File: src/mxae_pkg.sv
package mxae_pkg;

    // Geometry and element width.
    localparam int DIM        = 4;
    localparam int ELEM_BITS  = 16;
    localparam int IDX_W      = $clog2(DIM);
    localparam int NUM_ELEM   = DIM * DIM;
    localparam int ADDR_W     = $clog2(NUM_ELEM);

    // Port field widths.
    localparam int OPC_W      = 3;
    localparam int POS_W      = 2;
    localparam int VAL_W      = 16;
    localparam int MAT_W      = 2;
    localparam int OUT_W      = 34;

    // Multiply datapath widths.
    localparam int PROD_W     = 2 * ELEM_BITS;
    localparam int ACC_W      = PROD_W + $clog2(DIM);
    localparam int SAT_W      = (ACC_W > OUT_W) ? ACC_W : OUT_W;

    // Queue depths.
    localparam int CMDQ_DEPTH = 4;
    localparam int CMDQ_PTR_W = $clog2(CMDQ_DEPTH);
    localparam int OBUF_DEPTH = 4;
    localparam int OBUF_PTR_W = $clog2(OBUF_DEPTH);

    localparam logic signed [OUT_W-1:0] OUT_MAX = {1'b0, {(OUT_W-1){1'b1}}};
    localparam logic signed [OUT_W-1:0] OUT_MIN = {1'b1, {(OUT_W-1){1'b0}}};
    localparam logic signed [ELEM_BITS:0] ELEM_MAX = {2'b00, {(ELEM_BITS-1){1'b1}}};

    typedef logic signed [ELEM_BITS-1:0] t_elem;

    typedef enum logic [OPC_W-1:0] {
        OPC_LOAD_A = 3'd0,
        OPC_LOAD_B = 3'd1,
        OPC_MUL    = 3'd2,
        OPC_ADD    = 3'd3,
        OPC_SUB    = 3'd4,
        OPC_SUBMIN = 3'd5
    } t_opcode;

    typedef enum logic [2:0] {
        K_LOAD_A,
        K_LOAD_B,
        K_MUL,
        K_ADD,
        K_SUB,
        K_SUBMIN
    } t_kind;

    typedef enum logic [MAT_W-1:0] {
        MAT_A   = 2'd0,
        MAT_B   = 2'd1,
        MAT_RES = 2'd2
    } t_mat;

    typedef enum logic [2:0] {
        ST_IDLE,
        ST_MUL,
        ST_ADD,
        ST_SUB,
        ST_SCAN,
        ST_SHIFT_A,
        ST_EMIT_B
    } t_state;

    typedef enum logic [2:0] {
        DP_MUL,
        DP_ADD,
        DP_SUB,
        DP_SCAN,
        DP_SHIFT_A,
        DP_PASS_B
    } t_dp;

    typedef struct packed {
        t_kind             kind;
        logic [ADDR_W-1:0] addr;
        t_elem             elem;
    } t_cmd;

    typedef struct packed {
        logic              emit;
        t_dp               dp;
        logic              k_first;
        logic              k_last;
        logic [ADDR_W-1:0] addr;
        t_mat              mat;
        logic [POS_W-1:0]  row;
        logic [POS_W-1:0]  col;
        logic              last;
    } t_tag;

    typedef struct packed {
        t_mat                     mat;
        logic [POS_W-1:0]         row;
        logic [POS_W-1:0]         col;
        logic signed [OUT_W-1:0]  value;
        logic                     last;
    } t_out;

    // Keep the low ELEM_BITS bits of a loaded value as a signed element.
    function automatic t_elem to_elem(input logic signed [VAL_W-1:0] v);
        logic signed [31:0] w;
        w = 32'(v);
        return w[ELEM_BITS-1:0];
    endfunction

    // Clip a dot product to the output range.
    function automatic logic signed [OUT_W-1:0] sat_out(input logic signed [ACC_W-1:0] acc);
        logic signed [SAT_W-1:0] x;
        logic signed [SAT_W-1:0] hi;
        logic signed [SAT_W-1:0] lo;
        x  = SAT_W'(acc);
        hi = SAT_W'(OUT_MAX);
        lo = SAT_W'(OUT_MIN);
        if (x > hi) begin
            return OUT_MAX;
        end else if (x < lo) begin
            return OUT_MIN;
        end
        return x[OUT_W-1:0];
    endfunction

    // Element minus the minimum, clipped at the largest element value.
    function automatic t_elem sub_min(input t_elem a, input t_elem m);
        logic signed [ELEM_BITS:0] d;
        d = (ELEM_BITS+1)'(a) - (ELEM_BITS+1)'(m);
        if (d > ELEM_MAX) begin
            return ELEM_MAX[ELEM_BITS-1:0];
        end
        return d[ELEM_BITS-1:0];
    endfunction

endpackage

File: src/mxae_front.sv
module mxae_front (
    input  logic                                 i_clk,
    input  logic                                 i_rst_n,
    input  logic                                 i_valid,
    output logic                                 o_stall,
    input  logic [mxae_pkg::OPC_W-1:0]           i_opcode,
    input  logic [mxae_pkg::POS_W-1:0]           i_row,
    input  logic [mxae_pkg::POS_W-1:0]           i_col,
    input  logic signed [mxae_pkg::VAL_W-1:0]    i_value,
    output logic                                 o_push,
    output mxae_pkg::t_cmd                       o_cmd,
    input  logic                                 i_full
);

    logic           r_valid;
    logic           n_valid;
    mxae_pkg::t_cmd r_cmd;
    mxae_pkg::t_cmd dec_cmd;
    logic           dec_keep;
    logic           in_range;
    logic           accept;

    // Decode the opcode; unused opcodes and loads outside the matrix are dropped here.
    always_comb begin
        in_range        = (int'(i_row) < mxae_pkg::DIM) && (int'(i_col) < mxae_pkg::DIM);
        dec_cmd.addr    = mxae_pkg::ADDR_W'(int'(i_row) * mxae_pkg::DIM + int'(i_col));
        dec_cmd.elem    = mxae_pkg::to_elem(i_value);
        dec_cmd.kind    = mxae_pkg::K_LOAD_A;
        dec_keep        = 1'b0;
        case (i_opcode)
            mxae_pkg::OPC_LOAD_A: begin
                dec_cmd.kind = mxae_pkg::K_LOAD_A;
                dec_keep     = in_range;
            end
            mxae_pkg::OPC_LOAD_B: begin
                dec_cmd.kind = mxae_pkg::K_LOAD_B;
                dec_keep     = in_range;
            end
            mxae_pkg::OPC_MUL: begin
                dec_cmd.kind = mxae_pkg::K_MUL;
                dec_keep     = 1'b1;
            end
            mxae_pkg::OPC_ADD: begin
                dec_cmd.kind = mxae_pkg::K_ADD;
                dec_keep     = 1'b1;
            end
            mxae_pkg::OPC_SUB: begin
                dec_cmd.kind = mxae_pkg::K_SUB;
                dec_keep     = 1'b1;
            end
            mxae_pkg::OPC_SUBMIN: begin
                dec_cmd.kind = mxae_pkg::K_SUBMIN;
                dec_keep     = 1'b1;
            end
            default: begin
                dec_keep     = 1'b0;
            end
        endcase
    end

    assign o_stall = r_valid && i_full;
    assign accept  = i_valid && !o_stall;
    assign o_push  = r_valid && !i_full;
    assign o_cmd   = r_cmd;

    always_comb begin
        n_valid = r_valid && !o_push;
        if (accept && dec_keep) begin
            n_valid = 1'b1;
        end
    end

    always_ff @(posedge i_clk) begin
        if (!i_rst_n) begin
            r_valid <= 1'b0;
        end else begin
            r_valid <= n_valid;
        end
    end

    always_ff @(posedge i_clk) begin
        if (accept && dec_keep) begin
            r_cmd <= dec_cmd;
        end
    end

endmodule

File: src/mxae_cmdq.sv
module mxae_cmdq (
    input  logic           i_clk,
    input  logic           i_rst_n,
    input  logic           i_push,
    input  mxae_pkg::t_cmd i_cmd,
    output logic           o_full,
    input  logic           i_pop,
    output logic           o_head_valid,
    output mxae_pkg::t_cmd o_head
);

    mxae_pkg::t_cmd                   r_mem [mxae_pkg::CMDQ_DEPTH];
    logic [mxae_pkg::CMDQ_PTR_W-1:0]  r_wr;
    logic [mxae_pkg::CMDQ_PTR_W-1:0]  r_rd;
    logic [mxae_pkg::CMDQ_PTR_W:0]    r_cnt;
    logic                             do_push;
    logic                             do_pop;

    assign o_full       = (r_cnt == (mxae_pkg::CMDQ_PTR_W+1)'(mxae_pkg::CMDQ_DEPTH));
    assign o_head_valid = (r_cnt != '0);
    assign o_head       = r_mem[r_rd];
    assign do_push      = i_push && !o_full;
    assign do_pop       = i_pop && o_head_valid;

    always_ff @(posedge i_clk) begin
        if (!i_rst_n) begin
            r_wr  <= '0;
            r_rd  <= '0;
            r_cnt <= '0;
        end else begin
            if (do_push) begin
                r_wr <= r_wr + 1'b1;
            end
            if (do_pop) begin
                r_rd <= r_rd + 1'b1;
            end
            if (do_push && !do_pop) begin
                r_cnt <= r_cnt + 1'b1;
            end else if (do_pop && !do_push) begin
                r_cnt <= r_cnt - 1'b1;
            end
        end
    end

    always_ff @(posedge i_clk) begin
        if (do_push) begin
            r_mem[r_wr] <= i_cmd;
        end
    end

endmodule

File: src/mxae_exec.sv
module mxae_exec (
    input  logic           i_clk,
    input  logic           i_rst_n,
    input  logic           i_head_valid,
    input  mxae_pkg::t_cmd i_head,
    output logic           o_pop,
    output logic           o_valid,
    input  logic           i_stall,
    output mxae_pkg::t_out o_item
);

    // Sequencer.
    mxae_pkg::t_state               r_state;
    mxae_pkg::t_state               n_state;
    logic [mxae_pkg::IDX_W-1:0]     r_row;
    logic [mxae_pkg::IDX_W-1:0]     r_col;
    logic [mxae_pkg::IDX_W-1:0]     r_k;
    logic [mxae_pkg::IDX_W-1:0]     n_row;
    logic [mxae_pkg::IDX_W-1:0]     n_col;
    logic [mxae_pkg::IDX_W-1:0]     n_k;
    logic                           row_last;
    logic                           col_last;
    logic                           k_last;
    logic                           elem_last;
    logic                           credit_ok;
    logic                           iss_valid;
    mxae_pkg::t_tag                 iss_tag;
    logic [mxae_pkg::ADDR_W-1:0]    addr_a;
    logic [mxae_pkg::ADDR_W-1:0]    addr_b;
    logic                           ld_we_a;
    logic                           ld_we_b;

    // Matrix stores.
    mxae_pkg::t_elem                r_mem_a [mxae_pkg::NUM_ELEM];
    mxae_pkg::t_elem                r_mem_b [mxae_pkg::NUM_ELEM];
    logic [mxae_pkg::NUM_ELEM-1:0]  r_vld_a;
    logic [mxae_pkg::NUM_ELEM-1:0]  r_vld_b;
    logic                           we_a;
    logic                           we_b;
    logic [mxae_pkg::ADDR_W-1:0]    wa_a;
    logic [mxae_pkg::ADDR_W-1:0]    wa_b;
    mxae_pkg::t_elem                wd_a;
    mxae_pkg::t_elem                wd_b;

    // Read data stage.
    logic                           r_d_valid;
    mxae_pkg::t_tag                 r_d_tag;
    mxae_pkg::t_elem                r_a_q;
    mxae_pkg::t_elem                r_b_q;
    mxae_pkg::t_elem                r_min;
    mxae_pkg::t_elem                n_min;
    mxae_pkg::t_elem                mn_ab;
    mxae_pkg::t_elem                sh_a;
    mxae_pkg::t_elem                sh_b;
    logic signed [mxae_pkg::PROD_W-1:0] d_prod;
    logic signed [mxae_pkg::OUT_W-1:0]  d_val;
    logic                           wb_we;

    // Product / result stage.
    logic                           r_p_valid;
    mxae_pkg::t_tag                 r_p_tag;
    logic signed [mxae_pkg::OUT_W-1:0]  r_p_val;
    logic signed [mxae_pkg::PROD_W-1:0] r_p_prod;
    logic signed [mxae_pkg::ACC_W-1:0]  r_acc;
    logic signed [mxae_pkg::ACC_W-1:0]  acc_base;
    logic signed [mxae_pkg::ACC_W-1:0]  acc_sum;
    logic                           ob_push;
    mxae_pkg::t_out                 ob_data;

    // Output buffer.
    mxae_pkg::t_out                 r_ob [mxae_pkg::OBUF_DEPTH];
    logic [mxae_pkg::OBUF_PTR_W-1:0] r_ob_wr;
    logic [mxae_pkg::OBUF_PTR_W-1:0] r_ob_rd;
    logic [mxae_pkg::OBUF_PTR_W:0]   r_ob_cnt;
    logic                           ob_pop;

    assign row_last  = (r_row == mxae_pkg::IDX_W'(mxae_pkg::DIM - 1));
    assign col_last  = (r_col == mxae_pkg::IDX_W'(mxae_pkg::DIM - 1));
    assign k_last    = (r_k == mxae_pkg::IDX_W'(mxae_pkg::DIM - 1));
    assign elem_last = row_last && col_last;

    // Room for the two items in the pipe plus the one being issued.
    assign credit_ok = (r_ob_cnt <= (mxae_pkg::OBUF_PTR_W+1)'(mxae_pkg::OBUF_DEPTH - 3));

    always_comb begin
        n_state         = r_state;
        n_row           = r_row;
        n_col           = r_col;
        n_k             = r_k;
        o_pop           = 1'b0;
        ld_we_a         = 1'b0;
        ld_we_b         = 1'b0;
        iss_valid       = 1'b0;
        addr_a          = mxae_pkg::ADDR_W'(int'(r_row) * mxae_pkg::DIM + int'(r_col));
        addr_b          = addr_a;
        iss_tag         = '0;
        iss_tag.dp      = mxae_pkg::DP_ADD;
        iss_tag.mat     = mxae_pkg::MAT_RES;
        iss_tag.row     = mxae_pkg::POS_W'(r_row);
        iss_tag.col     = mxae_pkg::POS_W'(r_col);
        iss_tag.k_first = (r_row == '0) && (r_col == '0);
        iss_tag.k_last  = k_last;

        case (r_state)
            mxae_pkg::ST_IDLE: begin
                if (i_head_valid) begin
                    o_pop = 1'b1;
                    n_row = '0;
                    n_col = '0;
                    n_k   = '0;
                    case (i_head.kind)
                        mxae_pkg::K_LOAD_A: ld_we_a = 1'b1;
                        mxae_pkg::K_LOAD_B: ld_we_b = 1'b1;
                        mxae_pkg::K_MUL:    n_state = mxae_pkg::ST_MUL;
                        mxae_pkg::K_ADD:    n_state = mxae_pkg::ST_ADD;
                        mxae_pkg::K_SUB:    n_state = mxae_pkg::ST_SUB;
                        mxae_pkg::K_SUBMIN: n_state = mxae_pkg::ST_SCAN;
                        default:            n_state = mxae_pkg::ST_IDLE;
                    endcase
                end
            end
            default: begin
                if (credit_ok) begin
                    iss_valid = 1'b1;
                    if (r_state == mxae_pkg::ST_MUL) begin
                        addr_a          = mxae_pkg::ADDR_W'(int'(r_row) * mxae_pkg::DIM
                                                            + int'(r_k));
                        addr_b          = mxae_pkg::ADDR_W'(int'(r_k) * mxae_pkg::DIM
                                                            + int'(r_col));
                        iss_tag.dp      = mxae_pkg::DP_MUL;
                        iss_tag.emit    = k_last;
                        iss_tag.k_first = (r_k == '0);
                        iss_tag.last    = k_last && elem_last;
                    end else begin
                        iss_tag.emit = 1'b1;
                        iss_tag.last = elem_last;
                        case (r_state)
                            mxae_pkg::ST_ADD: iss_tag.dp = mxae_pkg::DP_ADD;
                            mxae_pkg::ST_SUB: iss_tag.dp = mxae_pkg::DP_SUB;
                            mxae_pkg::ST_SCAN: begin
                                iss_tag.dp   = mxae_pkg::DP_SCAN;
                                iss_tag.emit = 1'b0;
                                iss_tag.last = 1'b0;
                            end
                            mxae_pkg::ST_SHIFT_A: begin
                                iss_tag.dp   = mxae_pkg::DP_SHIFT_A;
                                iss_tag.mat  = mxae_pkg::MAT_A;
                                iss_tag.last = 1'b0;
                            end
                            default: begin
                                iss_tag.dp  = mxae_pkg::DP_PASS_B;
                                iss_tag.mat = mxae_pkg::MAT_B;
                            end
                        endcase
                    end

                    // Step through k (multiply only), then columns, then rows.
                    if ((r_state == mxae_pkg::ST_MUL) && !k_last) begin
                        n_k = r_k + 1'b1;
                    end else begin
                        n_k = '0;
                        if (col_last) begin
                            n_col = '0;
                            n_row = row_last ? '0 : r_row + 1'b1;
                        end else begin
                            n_col = r_col + 1'b1;
                        end
                        if (elem_last) begin
                            case (r_state)
                                mxae_pkg::ST_SCAN:    n_state = mxae_pkg::ST_SHIFT_A;
                                mxae_pkg::ST_SHIFT_A: n_state = mxae_pkg::ST_EMIT_B;
                                default:              n_state = mxae_pkg::ST_IDLE;
                            endcase
                        end
                    end
                end
                iss_tag.addr = addr_a;
            end
        endcase
    end

    always_ff @(posedge i_clk) begin
        if (!i_rst_n) begin
            r_state <= mxae_pkg::ST_IDLE;
            r_row   <= '0;
            r_col   <= '0;
            r_k     <= '0;
        end else begin
            r_state <= n_state;
            r_row   <= n_row;
            r_col   <= n_col;
            r_k     <= n_k;
        end
    end

    // Write port: loads from the sequencer, write-back from the minimum shift.
    assign wb_we = r_d_valid && (r_d_tag.dp == mxae_pkg::DP_SHIFT_A);
    assign we_a  = ld_we_a || wb_we;
    assign we_b  = ld_we_b || wb_we;
    assign wa_a  = ld_we_a ? i_head.addr : r_d_tag.addr;
    assign wa_b  = ld_we_b ? i_head.addr : r_d_tag.addr;
    assign wd_a  = ld_we_a ? i_head.elem : sh_a;
    assign wd_b  = ld_we_b ? i_head.elem : sh_b;

    always_ff @(posedge i_clk) begin
        if (we_a) begin
            r_mem_a[wa_a] <= wd_a;
        end
        if (we_b) begin
            r_mem_b[wa_b] <= wd_b;
        end
        r_a_q <= r_vld_a[addr_a] ? r_mem_a[addr_a] : '0;
        r_b_q <= r_vld_b[addr_b] ? r_mem_b[addr_b] : '0;
    end

    always_ff @(posedge i_clk) begin
        if (!i_rst_n) begin
            r_vld_a <= '0;
            r_vld_b <= '0;
        end else begin
            if (we_a) begin
                r_vld_a[wa_a] <= 1'b1;
            end
            if (we_b) begin
                r_vld_b[wa_b] <= 1'b1;
            end
        end
    end

    // Read data stage.
    assign d_prod = r_a_q * r_b_q;
    assign sh_a   = mxae_pkg::sub_min(r_a_q, r_min);
    assign sh_b   = mxae_pkg::sub_min(r_b_q, r_min);
    assign mn_ab  = (r_a_q < r_b_q) ? r_a_q : r_b_q;

    always_comb begin
        n_min = r_min;
        if (r_d_valid && (r_d_tag.dp == mxae_pkg::DP_SCAN)) begin
            if (r_d_tag.k_first || (mn_ab < r_min)) begin
                n_min = mn_ab;
            end
        end
    end

    always_comb begin
        case (r_d_tag.dp)
            mxae_pkg::DP_ADD:     d_val = mxae_pkg::OUT_W'(r_a_q) + mxae_pkg::OUT_W'(r_b_q);
            mxae_pkg::DP_SUB:     d_val = mxae_pkg::OUT_W'(r_a_q) - mxae_pkg::OUT_W'(r_b_q);
            mxae_pkg::DP_SHIFT_A: d_val = mxae_pkg::OUT_W'(sh_a);
            mxae_pkg::DP_PASS_B:  d_val = mxae_pkg::OUT_W'(r_b_q);
            default:              d_val = '0;
        endcase
    end

    always_ff @(posedge i_clk) begin
        if (!i_rst_n) begin
            r_d_valid <= 1'b0;
            r_p_valid <= 1'b0;
        end else begin
            r_d_valid <= iss_valid;
            r_p_valid <= r_d_valid;
        end
    end

    always_ff @(posedge i_clk) begin
        r_d_tag  <= iss_tag;
        r_min    <= n_min;
        r_p_tag  <= r_d_tag;
        r_p_val  <= d_val;
        r_p_prod <= d_prod;
        if (r_p_valid && (r_p_tag.dp == mxae_pkg::DP_MUL)) begin
            r_acc <= acc_sum;
        end
    end

    // Product / result stage: accumulate the dot product, then queue the result.
    always_comb begin
        if (r_p_tag.k_first) begin
            acc_base = '0;
        end else begin
            acc_base = r_acc;
        end
        acc_sum = acc_base + mxae_pkg::ACC_W'(r_p_prod);
    end

    assign ob_push       = r_p_valid && r_p_tag.emit;
    assign ob_data.mat   = r_p_tag.mat;
    assign ob_data.row   = r_p_tag.row;
    assign ob_data.col   = r_p_tag.col;
    assign ob_data.last  = r_p_tag.last;
    assign ob_data.value = (r_p_tag.dp == mxae_pkg::DP_MUL) ? mxae_pkg::sat_out(acc_sum)
                                                             : r_p_val;

    // Output buffer.
    assign o_valid = (r_ob_cnt != '0);
    assign o_item  = r_ob[r_ob_rd];
    assign ob_pop  = o_valid && !i_stall;

    always_ff @(posedge i_clk) begin
        if (!i_rst_n) begin
            r_ob_wr  <= '0;
            r_ob_rd  <= '0;
            r_ob_cnt <= '0;
        end else begin
            if (ob_push) begin
                r_ob_wr <= r_ob_wr + 1'b1;
            end
            if (ob_pop) begin
                r_ob_rd <= r_ob_rd + 1'b1;
            end
            if (ob_push && !ob_pop) begin
                r_ob_cnt <= r_ob_cnt + 1'b1;
            end else if (ob_pop && !ob_push) begin
                r_ob_cnt <= r_ob_cnt - 1'b1;
            end
        end
    end

    always_ff @(posedge i_clk) begin
        if (ob_push) begin
            r_ob[r_ob_wr] <= ob_data;
        end
    end

endmodule

File: src/matrix4x4_arith_engine.sv
// Two 4x4 signed matrices, A and B, are held in the block and cleared to zero at reset.
// Load items write one element each and return nothing; multiply, add and subtract
// return the 16 elements of the result in row-major order, and subtract-minimum
// shifts both matrices down by their common minimum (clipped at the largest element
// value), stores them back and returns A then B as 32 items; the last flag marks the
// final item of each run. Items are decoded into a front register and passed on to a
// four-entry command queue, so up to five items can wait behind a running command
// before the input stalls. While idle, the back end takes one command from the queue
// per cycle, and a load is written to its matrix as it is taken. It reads each matrix
// through a single read port, one element per cycle while the output buffer has room:
// add and subtract read each element once, multiply does one multiply-accumulate per
// element read, four per result element, and subtract-minimum runs a minimum scan, a
// shift and write-back of both matrices, and a re-read of B. Each result passes the
// read data stage and the product/result stage before it is written to the output
// buffer and offered. Results wait in a four-entry output buffer, and the back end
// pauses whenever that buffer holds two or more results, so a stalled output slows
// the run down without losing anything.
module matrix4x4_arith_engine (
    input  logic                                 i_clk,
    input  logic                                 i_rst_n,
    input  logic                                 i_valid,
    output logic                                 o_stall,
    input  logic [mxae_pkg::OPC_W-1:0]           i_opcode,
    input  logic [mxae_pkg::POS_W-1:0]           i_row,
    input  logic [mxae_pkg::POS_W-1:0]           i_col,
    input  logic signed [mxae_pkg::VAL_W-1:0]    i_value,
    output logic                                 o_valid,
    input  logic                                 i_stall,
    output logic [mxae_pkg::MAT_W-1:0]           o_out_matrix,
    output logic [mxae_pkg::POS_W-1:0]           o_out_row,
    output logic [mxae_pkg::POS_W-1:0]           o_out_col,
    output logic signed [mxae_pkg::OUT_W-1:0]    o_out_value,
    output logic                                 o_last
);

    logic           q_push;
    mxae_pkg::t_cmd q_cmd;
    logic           q_full;
    logic           q_pop;
    logic           q_head_valid;
    mxae_pkg::t_cmd q_head;
    mxae_pkg::t_out out_item;

    // The front stage decodes each item and drops unused opcodes.
    mxae_front u_front (
        .i_clk    (i_clk),
        .i_rst_n  (i_rst_n),
        .i_valid  (i_valid),
        .o_stall  (o_stall),
        .i_opcode (i_opcode),
        .i_row    (i_row),
        .i_col    (i_col),
        .i_value  (i_value),
        .o_push   (q_push),
        .o_cmd    (q_cmd),
        .i_full   (q_full)
    );

    // The queue keeps commands in order, so a load never overtakes a compute run.
    mxae_cmdq u_cmdq (
        .i_clk        (i_clk),
        .i_rst_n      (i_rst_n),
        .i_push       (q_push),
        .i_cmd        (q_cmd),
        .o_full       (q_full),
        .i_pop        (q_pop),
        .o_head_valid (q_head_valid),
        .o_head       (q_head)
    );

    // The back end owns both matrix stores and runs the arithmetic.
    mxae_exec u_exec (
        .i_clk        (i_clk),
        .i_rst_n      (i_rst_n),
        .i_head_valid (q_head_valid),
        .i_head       (q_head),
        .o_pop        (q_pop),
        .o_valid      (o_valid),
        .i_stall      (i_stall),
        .o_item       (out_item)
    );

    assign o_out_matrix = out_item.mat;
    assign o_out_row    = out_item.row;
    assign o_out_col    = out_item.col;
    assign o_out_value  = out_item.value;
    assign o_last       = out_item.last;

    // The front stage never offers a command to a full queue.
    a_push_not_full: assert property (@(posedge i_clk) disable iff (!i_rst_n)
        q_push |-> !q_full)
        else $error("command pushed into a full queue");

    // The back end only takes a command that is present.
    a_pop_has_head: assert property (@(posedge i_clk) disable iff (!i_rst_n)
        q_pop |-> q_head_valid)
        else $error("command popped from an empty queue");

    // Reset empties the output buffer.
    a_reset_clears_out: assert property (@(posedge i_clk)
        !i_rst_n |=> !o_valid)
        else $error("result offered straight after reset");

    // A run never ends on an element of matrix A.
    a_last_not_a: assert property (@(posedge i_clk) disable iff (!i_rst_n)
        (o_valid && o_last) |-> (o_out_matrix != mxae_pkg::MAT_A))
        else $error("last flag set on an element of matrix A");

endmodule
File: config.mk
export PLATFORM = sky130hd
export DESIGN_NAME = matrix4x4_arith_engine
export DESIGN_NICKNAME = d
export VERILOG_FILES = /design/src/mxae_pkg.sv /design/src/mxae_front.sv /design/src/mxae_cmdq.sv /design/src/mxae_exec.sv /design/src/matrix4x4_arith_engine.sv
export SDC_FILE = /design/constraint.sdc
export NUM_CORES = 2
export LEC_CHECK = 0
export ABC_AREA = 1
export BUFFER_PORTS_ARGS = -buffer_cell sky130_fd_sc_hd__buf_2
export CORE_ASPECT_RATIO = 0.5
export CORE_UTILIZATION = 50
export DETAILED_ROUTE_END_ITERATION = 7
export GPL_ROUTABILITY_DRIVEN = 0
export PLACE_DENSITY = 0.76
export SKIP_LAST_GASP = 1
export SYNTH_ARGS = -nofsm -noshare
export SYNTH_HDL_FRONTEND = slang
export SYNTH_SLANG_ARGS = --single-unit
export TNS_END_PERCENT = 30
File: constraint.sdc
create_clock -name i_clk -period 9.9 [get_ports i_clk]
set_input_delay 0.495 -clock i_clk [delete_from_list [all_inputs] [get_ports i_clk]]
set_output_delay 0.495 -clock i_clk [all_outputs]
set_load 0.01 [all_outputs]
==> summary.txt <==
Run status
  – Outcome: finished, final reports clean

Finish
  – Layout cells sized above 1: 7.574%
  – Area delta synth->final: 9.638%
  – Core Util, Final: 55.70%
  – Fill cells: 8,502
  – Number of nets at the end of the flow: 5,760
  – Non-filler cells, final: 6,741

Route
  – WL per Instance: 20.26 um
  – Drc violations: 0
  – Vias post-DR: 38.81k
  – Antenna-violating nets left: 0
  – Iter 0 DRT Violations: 4,811
  – DRT Pass-1 Iters: 7
  – Vias per cell: 5.757
  – DRT Wirelength: 136.6 mm

Clocking
  – CTS Sinks: 1,012
  – CTS tree: built
  – Clk_lat worst skew: 0.73 ns
  – Setup Fix Bufs, Post-CTS: 0
  – Resize count post-CTS: 0
  – Max Root-Sink Buffers: 3
  – H-tree Lvls: 3
  – Root buf cell: clkbuf_16
  – Clock Pin Slew Worst Setup and Hold Paths: 0.08 ns
  – Cts bufs inserted: 88
  – CTS Hold Bufs: 20

Critical path
  – Reg-to-reg setup timing slack: 3.31 ns
  – WP data arrival: 7.21 ns
  – Crit. Startpoint: u_exec.r_b_q[2]$_SDFF_PN0_
  – WS Path Type: reg -> reg
  – Critical Path RT: 10.53 ns
  – RR Startpoint: u_exec.r_b_q[2]$_SDFF_PN0_
  – Max FO, Critical Path: 19
  – Crit end category: flip-flop
  – Startpoint types: flip-flop

Global route
  – Largest net degree at the start of global routing: 85
  – Total congestion overflow: 0
  – Total GRT Usage: 24.72%
  – Vias in the first global route: 38.10k
  – Initial antenna violation count: 2
  – First-pass GRT wire length: 210.0 mm

Timing
  – Worst Max-Slew Pin Slew: 1.320 ns
  – Period utilization: 66.54%
  – Worst clock skew: 0.09379 ns
  – Worst Setup Slack, final: 3.312 ns
  – RSZ-0062 raised after global routing: false
  – Slew headroom: 11.57%
  – F_max: 151.8 MHz
  – Final worst path period need: 6.588 ns
  – Setup Total Neg Slack: 0 ns
  – Final setup fails: 0
  – Max-slew violation count: 0
  – Final Hold Fails: 0

Synth
  – Syn Area/Cell: 10.32 sq um
  – Top cells by area, synth: edfxtp_1 47%, fa_1 10%, dfxtp_1 6.4%
  – Syn Inst Count: 5,210
  – Number of synthesized flops with an enable pin: 841
  – Top cells by count, synth: 841 x edfxtp_1, 725 x nor2_1, 713 x inv_1
  – Count leader, synth: edfxtp_1
  – Async set or reset register ratio after synthesis: 0%
  – FF+latch count, synth: 1,012
  – Post-synthesis net count: 5,725
  – Seq/Total Area, Yosys: 53.33%
  – Yosys top cell by area: edfxtp_1
  – Synth Flop Type: edfxtp_1
  – Area fraction of the dominant cell type after synthesis: 46.97%
  – Unique cell type count in the Yosys netlist: 58
  – Synth warn: 0
  – Cell area after synthesis: 53,770 sq um

Pwr
  – Peak supply drop: 0.0001681 V
  – Static Leak: 24.44 nW
  – Switching power: 6.381 mW
  – Seq pwr share: 37.1%
  – Logic pwr share: 40.6%
  – Clock Power Share: 22.3%
  – Internal Power: 9.341 mW
  – Pwr Total: 15.72 mW
  – Sw frac: 40.58%
  – Cell Pwr Density: 266.7 nW/um^2

Min path
  – Hold Startpoint: i_valid
  – Min-delay worst type: in -> reg

Flow run
  – Max-cap violations: 0

Die
  – IO Pins: 70
  – Die W: 465.8 um
  – Die Area: 108,900 sq um
  – Starting Density: 50.81%
  – Row cnt: 84
  – Die Height: 233.9 um
  – Core area: 105,800 sq um

Place
  – Place WS: 3.531 ns
  – PortBufs: 69
  – Post-DP HPWL: 89.29 mm
  – Post-placement cell count: 6,554
[sequential cells by signal, indices dropped and copies added, names as in the netlist, 17 cells and up, named ones only]
register         count
u_exec.r_acc        34
u_cmdq.r_mem        92
u_exec.r_mem_a     256
u_exec.r_ob        164
u_exec.r_p_val      17
u_front.o_cmd       23
u_exec.r_mem_b     256
u_exec.r_p_prod     32
[logic make-up (layout without fill, tap and decap cells)]
group | after synthesis | after routing | share of synthesized area, %
buffers and inverters | 980 | 1091 | 6.997
adder cells (fa/ha/maj) | 488 | 488 | 15.10
other | 0 | 1 | 0
XOR/XNOR | 101 | 101 | 1.645
multiplexers | 11 | 11 | 0.2304
AO/OA/AOI/OAI | 1099 | 1099 | 11.49
flip-flops | 1012 | 1012 | 53.33
AND/OR/NAND/NOR | 1519 | 1519 | 11.20
[worst max-delay path: stages (launching register included)]
cell and delay [ns]:
dfxtp_1 0.94, nand2_1 0.22, inv_1 0.13, fa_1 0.56, fa_1 0.81, fa_1 0.51
fa_1 0.52, fa_1 0.54, inv_1 0.05, fa_1 0.55, inv_1 0.05, ha_1 0.37
a21oi_1 0.24, o21ai_0 0.17, a211oi_1 0.34, o21ai_0 0.17, a21oi_1 0.19, xor2_1 0.16
[stage by stage]
stage | cell area (sq um) | hold slack, ns
2_1_floorplan | 53770 | 0.3096
3_3_place_gp | 55790 | 0.3119
3_5_place_dp | 55790 | 0.3121
4_1_cts | 58950 | 0.09271
5_1_grt | 58950 | 0.1304
6_report | 58950 | 0.1377
[worst paths after layout]
path / to / cells past startpoint
max: u_exec.r_p_prod[31]$_DFF_P_ / 17
min: u_front.r_valid$_SDFF_PN0_ / 3
max reg2reg: u_exec.r_p_prod[31]$_DFF_P_ / 17
min reg2reg: u_exec.ob_data[37]$_DFF_P_ / 0
[final cells by class]
class	instances	area, sq um	area share (%)
multi-input combinational	3218	21460	36.40
antenna	1	2.502	0.004245
clock buffer	114	2370	4.020
clock inverter	52	589.3	0.9996
inverter	734	2760	4.682
sequential	1012	28680	48.65
tap	1419	1775	3.012
timing repair buffer	191	1311	2.224
[per-layer routing]
metal,GRT usage [%],part of all wire (%),vias up
li1,-,-,17560
met1,33.50,40,18810
met2,40.21,46,2127
met3,4.799,10,314
met4,8.210,3.2,2
met5,0,0.0066,-
[power groups by stage]
stage	Combinational, mW	Clock [mW]	Sequential [mW]
5_1_grt	6.99	3.70	5.85
6_report	6.39	3.50	5.83
3_5_place_dp	6.21	0	5.91
4_1_cts	6.26	3.54	5.82
3_3_place_gp	5.98	0	5.89
2_1_floorplan	4.30	0	5.73
[cells in the final DEF (no fill, tap or decap), drive strengths merged, types with 15 or more instances in the layout]
master / instances
edfxtp: 841
inv: 734
nor2: 732
nand2: 636
o21ai: 598
fa: 268
ha: 220
a21oi: 182
dfxtp: 171
buf: 171
o22ai: 142
clkbuf: 114
nand3: 74
xor2: 62
a31oi: 55
clkinv: 43
nor3: 42
xnor2: 39
o221ai: 37
dlygate4sd3: 20
o211ai: 15
nand4: 15
Power figures use the tool's default switching activity.
